### config.mk
export PLATFORM = sky130hd
export DESIGN_NAME = sorted_list_engine_top
export DESIGN_NICKNAME = d
export VERILOG_FILES = /design/src/rtl/sle_pkg.sv /design/src/rtl/sle_cell.sv /design/src/rtl/sorted_list_engine_top.sv
export SDC_FILE = /design/constraint.sdc
export NUM_CORES = 2
export LEC_CHECK = 0
export BUFFER_PORTS_ARGS = -buffer_cell sky130_fd_sc_hd__buf_2
export CAP_MARGIN = 25
export CORE_MARGIN = 1.5
export CORE_UTILIZATION = 31
export DETAILED_ROUTE_END_ITERATION = 12
export HOLD_SLACK_MARGIN = 0.03
export SYNTH_ARGS = -nofsm -noshare
export SYNTH_HDL_FRONTEND = slang
export SYNTH_HIERARCHICAL = 1
export SYNTH_SLANG_ARGS = --single-unit
### constraint.sdc
create_clock -name clk -period 9.5 [get_ports clk]
set_input_delay 2.85 -clock clk [delete_from_list [all_inputs] [get_ports clk]]
set_output_delay 2.85 -clock clk [all_outputs]
set_load 0.01 [all_outputs]
### src/rtl/sle_pkg.sv
// Package for the sorted list engine: field widths, action and status codes,
// the controller state type and the per-cell control struct. No dependencies.
`timescale 1ns / 1ps
`default_nettype none

package sle_pkg;

    localparam int ValueW       = 32;
    localparam int CountW       = 5;
    localparam int DefCapacity  = 16;

    typedef enum logic [1:0] {
        ACT_INSERT = 2'd0,
        ACT_SEARCH = 2'd1,
        ACT_DELETE = 2'd2,
        ACT_POP    = 2'd3
    } sle_action_t;

    typedef enum logic [2:0] {
        STS_DONE      = 3'd0,
        STS_FOUND     = 3'd1,
        STS_NOT_FOUND = 3'd2,
        STS_EMPTY     = 3'd3,
        STS_FULL      = 3'd4
    } sle_status_t;

    typedef enum logic {
        ST_IDLE  = 1'b0,
        ST_APPLY = 1'b1
    } sle_state_t;

    typedef enum logic [1:0] {
        SH_KEEP   = 2'd0,
        SH_INSERT = 2'd1,
        SH_LEFT   = 2'd2
    } sle_shift_t;

    typedef struct packed {
        logic                     capture;
        sle_shift_t               shift;
        logic signed [ValueW-1:0] cmp_value;
        logic signed [ValueW-1:0] ins_value;
    } sle_cell_ctrl_t;

endpackage

`default_nettype wire

### src/rtl/sle_cell.sv
// One cell of the sorted chain: holds one entry, compares it with the incoming
// value and shifts toward its neighbors. Depends on sle_pkg.
`timescale 1ns / 1ps
`default_nettype none

module sle_cell
    import sle_pkg::*;
(
    input  wire logic                     clk,
    input  wire sle_cell_ctrl_t           ctrl,
    input  wire logic                     occupied,
    input  wire logic signed [ValueW-1:0] left_entry,
    input  wire logic                     left_lt,
    input  wire logic signed [ValueW-1:0] right_entry,
    output logic signed [ValueW-1:0]      entry,
    output logic                          lt,
    output logic                          eq
);

    logic signed [ValueW-1:0] entry_reg, entry_next;
    logic                     lt_reg, lt_next;
    logic                     eq_reg, eq_next;

    always_comb
    begin
        lt_next    = lt_reg;
        eq_next    = eq_reg;
        entry_next = entry_reg;
        if (ctrl.capture)
        begin
            lt_next = occupied && (entry_reg < ctrl.cmp_value);
            eq_next = occupied && (entry_reg == ctrl.cmp_value);
        end
        // Cells at or past the target position move; the flags form a prefix.
        case (ctrl.shift)
            SH_INSERT:
            begin
                if (!lt_reg)
                begin
                    entry_next = left_lt ? ctrl.ins_value : left_entry;
                end
            end
            SH_LEFT:
            begin
                if (!lt_reg)
                begin
                    entry_next = right_entry;
                end
            end
            default:
            begin
                entry_next = entry_reg;
            end
        endcase
    end

    always_ff @(posedge clk)
    begin
        entry_reg <= entry_next;
        lt_reg    <= lt_next;
        eq_reg    <= eq_next;
    end

    assign entry = entry_reg;
    assign lt    = lt_reg;
    assign eq    = eq_reg;

endmodule

`default_nettype wire

### src/rtl/sorted_list_engine_top.sv
// Top level of the sorted list engine: controller, occupancy counter, result
// register and the chain of sle_cell instances. Depends on sle_pkg, sle_cell.
//
//  channel | direction | handshake           | payload
//  --------+-----------+---------------------+------------------------------------
//  in      | input     | in_valid / in_ready | action, value
//  out     | output    | out_valid/out_ready | status, popped_value, entry_count
//
// Each transfer has a compare step, in which all cells compare against the
// value, and then a shift step that shifts the chain and loads the result register.
// A new item is taken while the previous result still waits in the output
// register; the shift cycle holds while that register is full and out_ready is low.
// Reset clears the occupancy and the control state; entries need no clearing.
`timescale 1ns / 1ps
`default_nettype none

module sorted_list_engine_top
    import sle_pkg::*;
#(
    parameter int CAPACITY = DefCapacity
)
(
    input  wire logic              clk,
    input  wire logic              rst_n,
    input  wire logic              in_valid,
    output logic                   in_ready,
    input  wire logic [1:0]        action,
    input  wire logic signed [ValueW-1:0] value,
    output logic                   out_valid,
    input  wire logic              out_ready,
    output logic [2:0]             status,
    output logic signed [ValueW-1:0] popped_value,
    output logic [CountW-1:0]      entry_count
);

    localparam int OccW = $clog2(CAPACITY + 1);
    localparam logic signed [ValueW-1:0] PopCmpValue = {1'b1, {(ValueW-1){1'b0}}};

    sle_state_t state_reg, state_next;

    logic [OccW-1:0]           occ_reg, occ_next;
    sle_action_t               op_action_reg;
    logic signed [ValueW-1:0]  op_value_reg;

    logic                      out_valid_reg;
    sle_status_t               status_reg, status_next;
    logic signed [ValueW-1:0]  popped_reg, popped_next;

    logic                      in_fire;
    logic                      out_free;
    logic                      apply_fire;
    logic                      found;
    logic                      full;
    sle_shift_t                shift_sel;
    sle_cell_ctrl_t            cell_ctrl;

    logic signed [ValueW-1:0]  cell_entry [CAPACITY];
    logic [CAPACITY-1:0]       cell_lt;
    logic [CAPACITY-1:0]       cell_eq;
    logic [CAPACITY-1:0]       cell_occ;

    assign in_fire  = in_valid && in_ready;
    assign out_free = !out_valid_reg || out_ready;
    assign found    = |cell_eq;
    assign full     = (occ_reg == OccW'(CAPACITY));

    // Next state.
    always_comb
    begin
        state_next = state_reg;
        unique case (state_reg)
            ST_IDLE:
            begin
                if (in_fire)
                begin
                    state_next = ST_APPLY;
                end
            end
            ST_APPLY:
            begin
                if (out_free)
                begin
                    state_next = ST_IDLE;
                end
            end
            default:
            begin
                state_next = ST_IDLE;
            end
        endcase
    end

    // Controller outputs.
    always_comb
    begin
        in_ready   = 1'b0;
        apply_fire = 1'b0;
        unique case (state_reg)
            ST_IDLE:  in_ready   = 1'b1;
            ST_APPLY: apply_fire = out_free;
            default:  in_ready   = 1'b0;
        endcase
    end

    // Outcome of the operation, from the flags captured in the compare cycle.
    always_comb
    begin
        shift_sel   = SH_KEEP;
        status_next = STS_DONE;
        popped_next = '0;
        occ_next    = occ_reg;
        unique case (op_action_reg)
            ACT_INSERT:
            begin
                if (full)
                begin
                    status_next = STS_FULL;
                end
                else
                begin
                    shift_sel = SH_INSERT;
                    occ_next  = occ_reg + OccW'(1);
                end
            end
            ACT_SEARCH:
            begin
                status_next = found ? STS_FOUND : STS_NOT_FOUND;
            end
            ACT_DELETE:
            begin
                if (found)
                begin
                    shift_sel = SH_LEFT;
                    occ_next  = occ_reg - OccW'(1);
                end
                else
                begin
                    status_next = STS_NOT_FOUND;
                end
            end
            ACT_POP:
            begin
                if (occ_reg == '0)
                begin
                    status_next = STS_EMPTY;
                end
                else
                begin
                    // Every occupied cell has lt clear for pop, so the whole chain moves.
                    shift_sel   = SH_LEFT;
                    popped_next = cell_entry[0];
                    occ_next    = occ_reg - OccW'(1);
                end
            end
            default:
            begin
                status_next = STS_DONE;
            end
        endcase
    end

    // A pop compares against the most negative value, so no cell can report
    // less-than and every cell shifts left.
    always_comb
    begin
        cell_ctrl.capture   = in_fire;
        cell_ctrl.shift     = apply_fire ? shift_sel : SH_KEEP;
        cell_ctrl.cmp_value = (sle_action_t'(action) == ACT_POP) ? PopCmpValue : value;
        cell_ctrl.ins_value = op_value_reg;
    end

    always_ff @(posedge clk or negedge rst_n)
    begin
        if (!rst_n)
        begin
            state_reg     <= ST_IDLE;
            occ_reg       <= '0;
            out_valid_reg <= 1'b0;
        end
        else
        begin
            state_reg <= state_next;
            if (apply_fire)
            begin
                occ_reg       <= occ_next;
                out_valid_reg <= 1'b1;
            end
            else if (out_ready)
            begin
                out_valid_reg <= 1'b0;
            end
        end
    end

    always_ff @(posedge clk)
    begin
        if (in_fire)
        begin
            op_action_reg <= sle_action_t'(action);
            op_value_reg  <= value;
        end
        if (apply_fire)
        begin
            status_reg <= status_next;
            popped_reg <= popped_next;
        end
    end

    genvar gi;
    generate
        for (gi = 0; gi < CAPACITY; gi++)
        begin : g_cell
            logic signed [ValueW-1:0] left_entry;
            logic                     left_lt;
            logic signed [ValueW-1:0] right_entry;
            logic                     lt_raw;

            assign cell_occ[gi] = (OccW'(gi) < occ_reg);

            if (gi == 0)
            begin : g_first
                assign left_entry = op_value_reg;
                assign left_lt    = 1'b1;
            end
            else
            begin : g_mid
                assign left_entry = cell_entry[gi-1];
                assign left_lt    = cell_lt[gi-1];
            end

            if (gi == CAPACITY - 1)
            begin : g_last
                assign right_entry = cell_entry[gi];
            end
            else
            begin : g_inner
                assign right_entry = cell_entry[gi+1];
            end

            sle_cell u_cell (
                .clk         (clk),
                .ctrl        (cell_ctrl),
                .occupied    (cell_occ[gi]),
                .left_entry  (left_entry),
                .left_lt     (left_lt),
                .right_entry (right_entry),
                .entry       (cell_entry[gi]),
                .lt          (lt_raw),
                .eq          (cell_eq[gi])
            );

            assign cell_lt[gi] = lt_raw;
        end
    endgenerate

    assign out_valid    = out_valid_reg;
    assign status       = status_reg;
    assign popped_value = popped_reg;
    assign entry_count  = CountW'(occ_reg);

    a_occ_bound: assert property (@(posedge clk) disable iff (!rst_n)
        occ_reg <= OccW'(CAPACITY))
        else $error("occupancy above capacity");

    a_insert_grows: assert property (@(posedge clk) disable iff (!rst_n)
        apply_fire && (op_action_reg == ACT_INSERT) && !full
        |=> occ_reg == $past(occ_reg) + OccW'(1))
        else $error("insert did not grow occupancy");

    a_full_status: assert property (@(posedge clk) disable iff (!rst_n)
        out_valid_reg && (status_reg == STS_FULL) |-> full)
        else $error("full status reported with room left");

    a_apply_after_accept: assert property (@(posedge clk) disable iff (!rst_n)
        in_fire |=> (state_reg == ST_APPLY) && !in_ready)
        else $error("transfer accepted without an apply cycle");

endmodule

`default_nettype wire

* After elaboration in Yosys (flattened, before gate mapping)
Index checks and enable logic that the tools add are counted.
** Operators by class
- Order comparisons :: 32
- Reductions and logical operators :: 59
- Multiplexer cells :: 82
- Bitwise gates (word level) :: 3
- Equality and inequality tests :: 56
- Add/sub/neg operators :: 2
** Operators by type and width (number)
- $mux 32 :: 46
- $pmux 32 s2 :: 15
- $eq 32x32->1 :: 16
- $lt 32x32->1 :: 16
- $ne 2x2->1 const B :: 33
- $reduce_and 3->1 :: 15
- $lt 4x5->1 const A :: 8
- $logic_and 1x1->1 :: 33
- $lt 3x5->1 const A :: 4
- $reduce_or 16->1 :: 1
- $mux 5 :: 3
- $pmux 5 s3 :: 1
- $mux 2 :: 6
- $pmux 3 s4 :: 1
- $lt 1x5->1 const A :: 2
- $lt 2x5->1 const A :: 2
- $eq 2x2->1 const B :: 4
- $mux 1 :: 7
- $pmux 2 s3 :: 1
- $add 5x1->5 const B :: 1
- $eq 5x5->1 const B :: 1
- $logic_not 5->1 :: 1
- $reduce_and 5->1 :: 1
- $sub 5x1->5 const B :: 1
- 11 further kinds :: 15
** Storage, ports and cells
- Output and inout port bits :: 42
- Register bits after elaboration :: 620

* Logic depth before layout (Yosys ltp)
- Word-level depth :: 7
- Gate-level depth with buffers :: 11
- Mapped depth without buffers :: 10

* Hierarchy
Netlist, hierarchy kept.
** Modules (own cells, without submodules)
- sle_cell :: cells an instance 262, area each 2534.9 µm², times used 16, seq. area each 1021.0 µm²
- sorted_list_engine_top :: cells an instance 233, area each 3279.4 µm², times used 1, seq. area each 2247.2 µm²

* Worst setup path before layout
No wires, ideal clock.
- Path type :: input -> register
- Start point :: in in_valid
- End point :: reg op_value_reg[0] (netlist: g_cell[0].left_entry[0]), enable pin
- Slack :: 3252 ps
- Data required time :: 9002 ps
- Data arrival time :: 5750 ps
- Stages :: 1
- Cell sequence :: nor2b_1
** Between the ends
- Word-level cells in the longest chain between the ends :: 1
** Ends and longest elaborated chain
- from (decl) :: line sorted_list_engine_top.sv:25 : input wire logic in_valid,
- $logic_and 1x1->1 :: line sorted_list_engine_top.sv:62 : assign in_fire = in_valid && in_ready;
- to (signal assigned) :: line sorted_list_engine_top.sv:200 : op_value_reg <= value;
- to (decl) :: line sorted_list_engine_top.sv:43 : logic signed [ValueW-1:0] op_value_reg;
Every way passes these cells.
A chain may end at the register's enable or synchronous reset.

==> metrics list <==
- CTS tree: built
* FMAX: 167.3 MHz
* Dominant register cell in the synthesized netlist: edfxtp_1
- From synthesis to final layout, the design area changed by 11.17%.
- Summed over all cells, the static leakage comes to 0.01962 uW.
- Min cycle time layout: 5979 ps
- Portion of the clock cycle consumed by the worst path in the final layout: 62.93%
- Count of pins over their slew limit: 0
- Die width: 379.1 um
* Std cell rows: 137
* Via count: 33120
* Clock sink count: 620
- Sequential elements use 42.39% of the synthesized area.
* Reg area: 0.01858 mm^2
* Final HPWL DP: 96.20 mm
- For this design, the CTS-stage hold fixing added 0 buffers.
- RSZ-0062 raised after global routing: false
- Fraction of power spent switching nets: 38.90%
- Setup slack of the worst register-to-register path: 5980 ps
* Crit Path Class: input pin to register
- Critical Path Start: action[0]
* Cell Int Power: 7477 uW
- Worst R2R End: g_cell[1].u_cell/entry[6]$_DFFE_PP_
- Clock-pin slew reported for the worst setup and hold paths after clock tree synthesis: 60 ps
- The register with the most flip-flops in the layout has 512 of them.
* Vias in the first global route: 33190
* Total iterations of the first detailed-routing run: 6
- The worst hold path belongs to the class register to register.
* Per-cell routed wire length: 19.71 um
- In the routed design, unresolved DRC markers number 0.
* GRT Util Overall: 17.14%
- Hold slack: 498.6 ps
- Largest cells by area after synthesis: edfxtp_1 42%, ha_1 15%, mux2i_1 12%
- Total setup buffers inserted after CTS: 0
- The most critical setup path has its endpoint at g_cell[11].u_cell/lt$_DFFE_PP_.
- Once detail routing completed, the nets flagged for antenna violations numbered 0.
* Kind of start point of the critical path: input pin
* Most common cell after layout, fill and taps aside: nand2_1
- Yosys mapped a number of flops with a built-in enable equal to 613.
* Area of the multi-input gates: 0.02257 mm^2
- Critical Path AT: 6460 ps
- The total area inside the core boundary comes to 0.1399 mm^2.
- At the pin with the least slew margin, the transition time is 1183 ps.
- The number of nets handed over by synthesis was 4979.
* Worst Path Max Fanout: 32
- At the later pin of the worst-skew pair, clock insertion delay measures 640 ps.
* Cells after Synth: 4425
- Of the total power, the clock network draws 22.7%.
* Clock root cell: clkbuf_16
- The number of hold violations in the final report was 0.
- Final-layout setup total negative slack: 0 ps
- In this run, the combinational gates consume 36.9% of the power.
- The share of synthesized area in the top cell type comes to 41.99%.
- Clock Path Buffers: 3
- After detailed routing, the total wire length is 125.8 mm.
- Setup violations remaining at the end of the flow were counted as 0.
- Pin count of the biggest net entering global routing: 65
- Prior to clock tree synthesis, the placed netlist has a worst setup slack of 3080 ps.
- CTS H-tree lvls: 3
* Most area-hungry cell type in the Yosys netlist: edfxtp_1
- Worst vdd rail ir drop: 140.4 uV
- Placed standard-cell area: 0.04634 mm^2
- Netlist cell types: 47
- The initial antenna violation count is 1.
- Filler cell count: 14190
- The first routing iteration left 2630 violations.
* Power per unit of standard cell area: 251.1 mW/mm^2
* #FFs+latches synth: 620
- Cells with a size suffix above 1 make up 8.108% of the layout.
- Final Instance Area: 0.04873 mm^2
- Worst endpoint required time: 9980 ps
- Measured against its own limit, the worst slew margin works out to 20.42%.
- In this run the cell area of the synthesized design comes to 0.04384 mm^2.
* Crit. End Element: register
- Average cell area after synthesis: 9.907 um^2
- Area of the die: 0.1437 mm^2
* Most frequent cells in the layout: 653 x nand2_1, 613 x edfxtp_1, 578 x o21ai_0
- Global placer's final weighted congestion: 0.8752
- The tool flagged a number of max-cap violations equal to 0.
- Reg power frac: 40.4%
- The first global-routing pass estimated 193.3 mm of wire.
- Once the floorplan was initialized, standard cells occupied 31.34% of the core.
* Proportion of register bits with asynchronous set or reset after synthesis: 1.129%
- After detailed routing, the number of vias per cell comes to 5.192.
- Number of buffers added on ports: 79
- For this design the total switching power over the nets is 4760 uW.
* Setup skew after layout: 33.87 ps
- The run finished with clean final reports.
- Pin placement for this block handled 80 I/O pins.
- R2R Path Start: out_valid$_DFFE_PN0P_
- Total power: 12240 uW
- R2R cell count: 9
- For this run, the number of Yosys warnings is 6.
- The floorplan step set the die height to 379.1 um.
* Net count, final: 5000
- Counting the buffers created by CTS gives 73.
- Summed over all layers, the global routing overflow is 0.
- Post-layout worst setup margin: 3521 ps
* Post-cts sizing count: 0
[final cells by class]
type | instances | area share, %
clock inverter | 38 | 0.5340
tap | 1876 | 4.817
sequential | 620 | 38.13
clock buffer | 93 | 4.118
antenna | 1 | 0.005135
timing repair buffer | 136 | 1.838
inverter | 550 | 4.236
multi-input combinational | 3065 | 46.32
[stage by stage]
| stage | utilization, % | cells |
|---|---|---|
| 2_1_floorplan | - | 4425 |
| 3_3_place_gp | 33.13 | 6240 |
| 3_5_place_dp | 33.13 | 6240 |
| 4_1_cts | 34.75 | 6371 |
| 5_1_grt | 34.84 | 6379 |
| 6_report | 34.84 | 6379 |
[synthesized netlist by cell type, drive strengths merged (2+ instances only)]
library cell,n
nand2,653
edfxtp,613
o21ai,596
inv,550
mux2i,529
ha,516
a21oi,257
clkbuf,136
nand4,97
and2,64
nor2,55
buf,54
nand3,52
nor4,36
a21o,33
o21a,32
nand2b,23
nor3,20
nand3b,17
nor2b,17
xnor2,17
a2111oi,16
a22oi,16
dfrtp,7
xor2,3
a31oi,2
nor3b,2
o21bai,2
[worst max-delay path, stage by stage]
cell and delay [ps]:
buf_2 170, nand2_1 80, buf_4 320, and2_1 860, inv_1 110, ha_1 360, nand4_1 140, nor4_1 910
nor2_1 140, a21oi_2 240, mux2i_1 240
[cell families (layout without fill, tap and decap cells)]
logic type	count (synthesis)	in the layout	share of synthesized area, %
simple gates	1038	1038	11.21
buf+inv	740	817	6.550
fa+ha+maj	516	516	14.73
mux	529	529	12.08
xor+xnor	20	20	0.3996
compound gates	961	961	12.64
other cells	1	2	0.008554
flops	620	620	42.39
[routing by layer]
| metal | vias up | track usage (%) | routed length (um) |
|---|---|---|---|
| met5 | - | 0 | 0 |
| met4 | 0 | 3.796 | 2161 |
| met3 | 145 | 2.415 | 7667 |
| met2 | 916 | 27.18 | 56540 |
| met1 | 16260 | 24.55 | 59380 |
| li1 | 15800 | - | - |
[power by group through the flow]
| stage | sequential, uW | clock, uW | combinational [uW] |
|---|---|---|---|
| after floorplan | 4680 | 0 | 3240 |
| after global placement | 5010 | 0 | 4230 |
| after detailed placement | 5000 | 0 | 4420 |
| after CTS | 4950 | 2830 | 4440 |
| after global routing | 5020 | 2930 | 5050 |
| final | 4940 | 2780 | 4520 |
[worst min path at each step]
stage / startpoint / to / slack (ps) / depth (start not counted)
after CTS: out_valid$_DFFE_PN0P_ / out_valid$_DFFE_PN0P_ / 500 / 2
after detailed placement: out_valid$_DFFE_PN0P_ / out_valid$_DFFE_PN0P_ / 490 / 2
after global routing: out_valid$_DFFE_PN0P_ / out_valid$_DFFE_PN0P_ / 540 / 2
final: out_valid$_DFFE_PN0P_ / out_valid$_DFFE_PN0P_ / 500 / 2
after global placement: out_valid$_DFFE_PN0P_ / out_valid$_DFFE_PN0P_ / 500 / 2
after floorplan: state_reg$_DFF_PN0_ / state_reg$_DFF_PN0_ / 500 / 2
(Power assumes the default switching activity.)
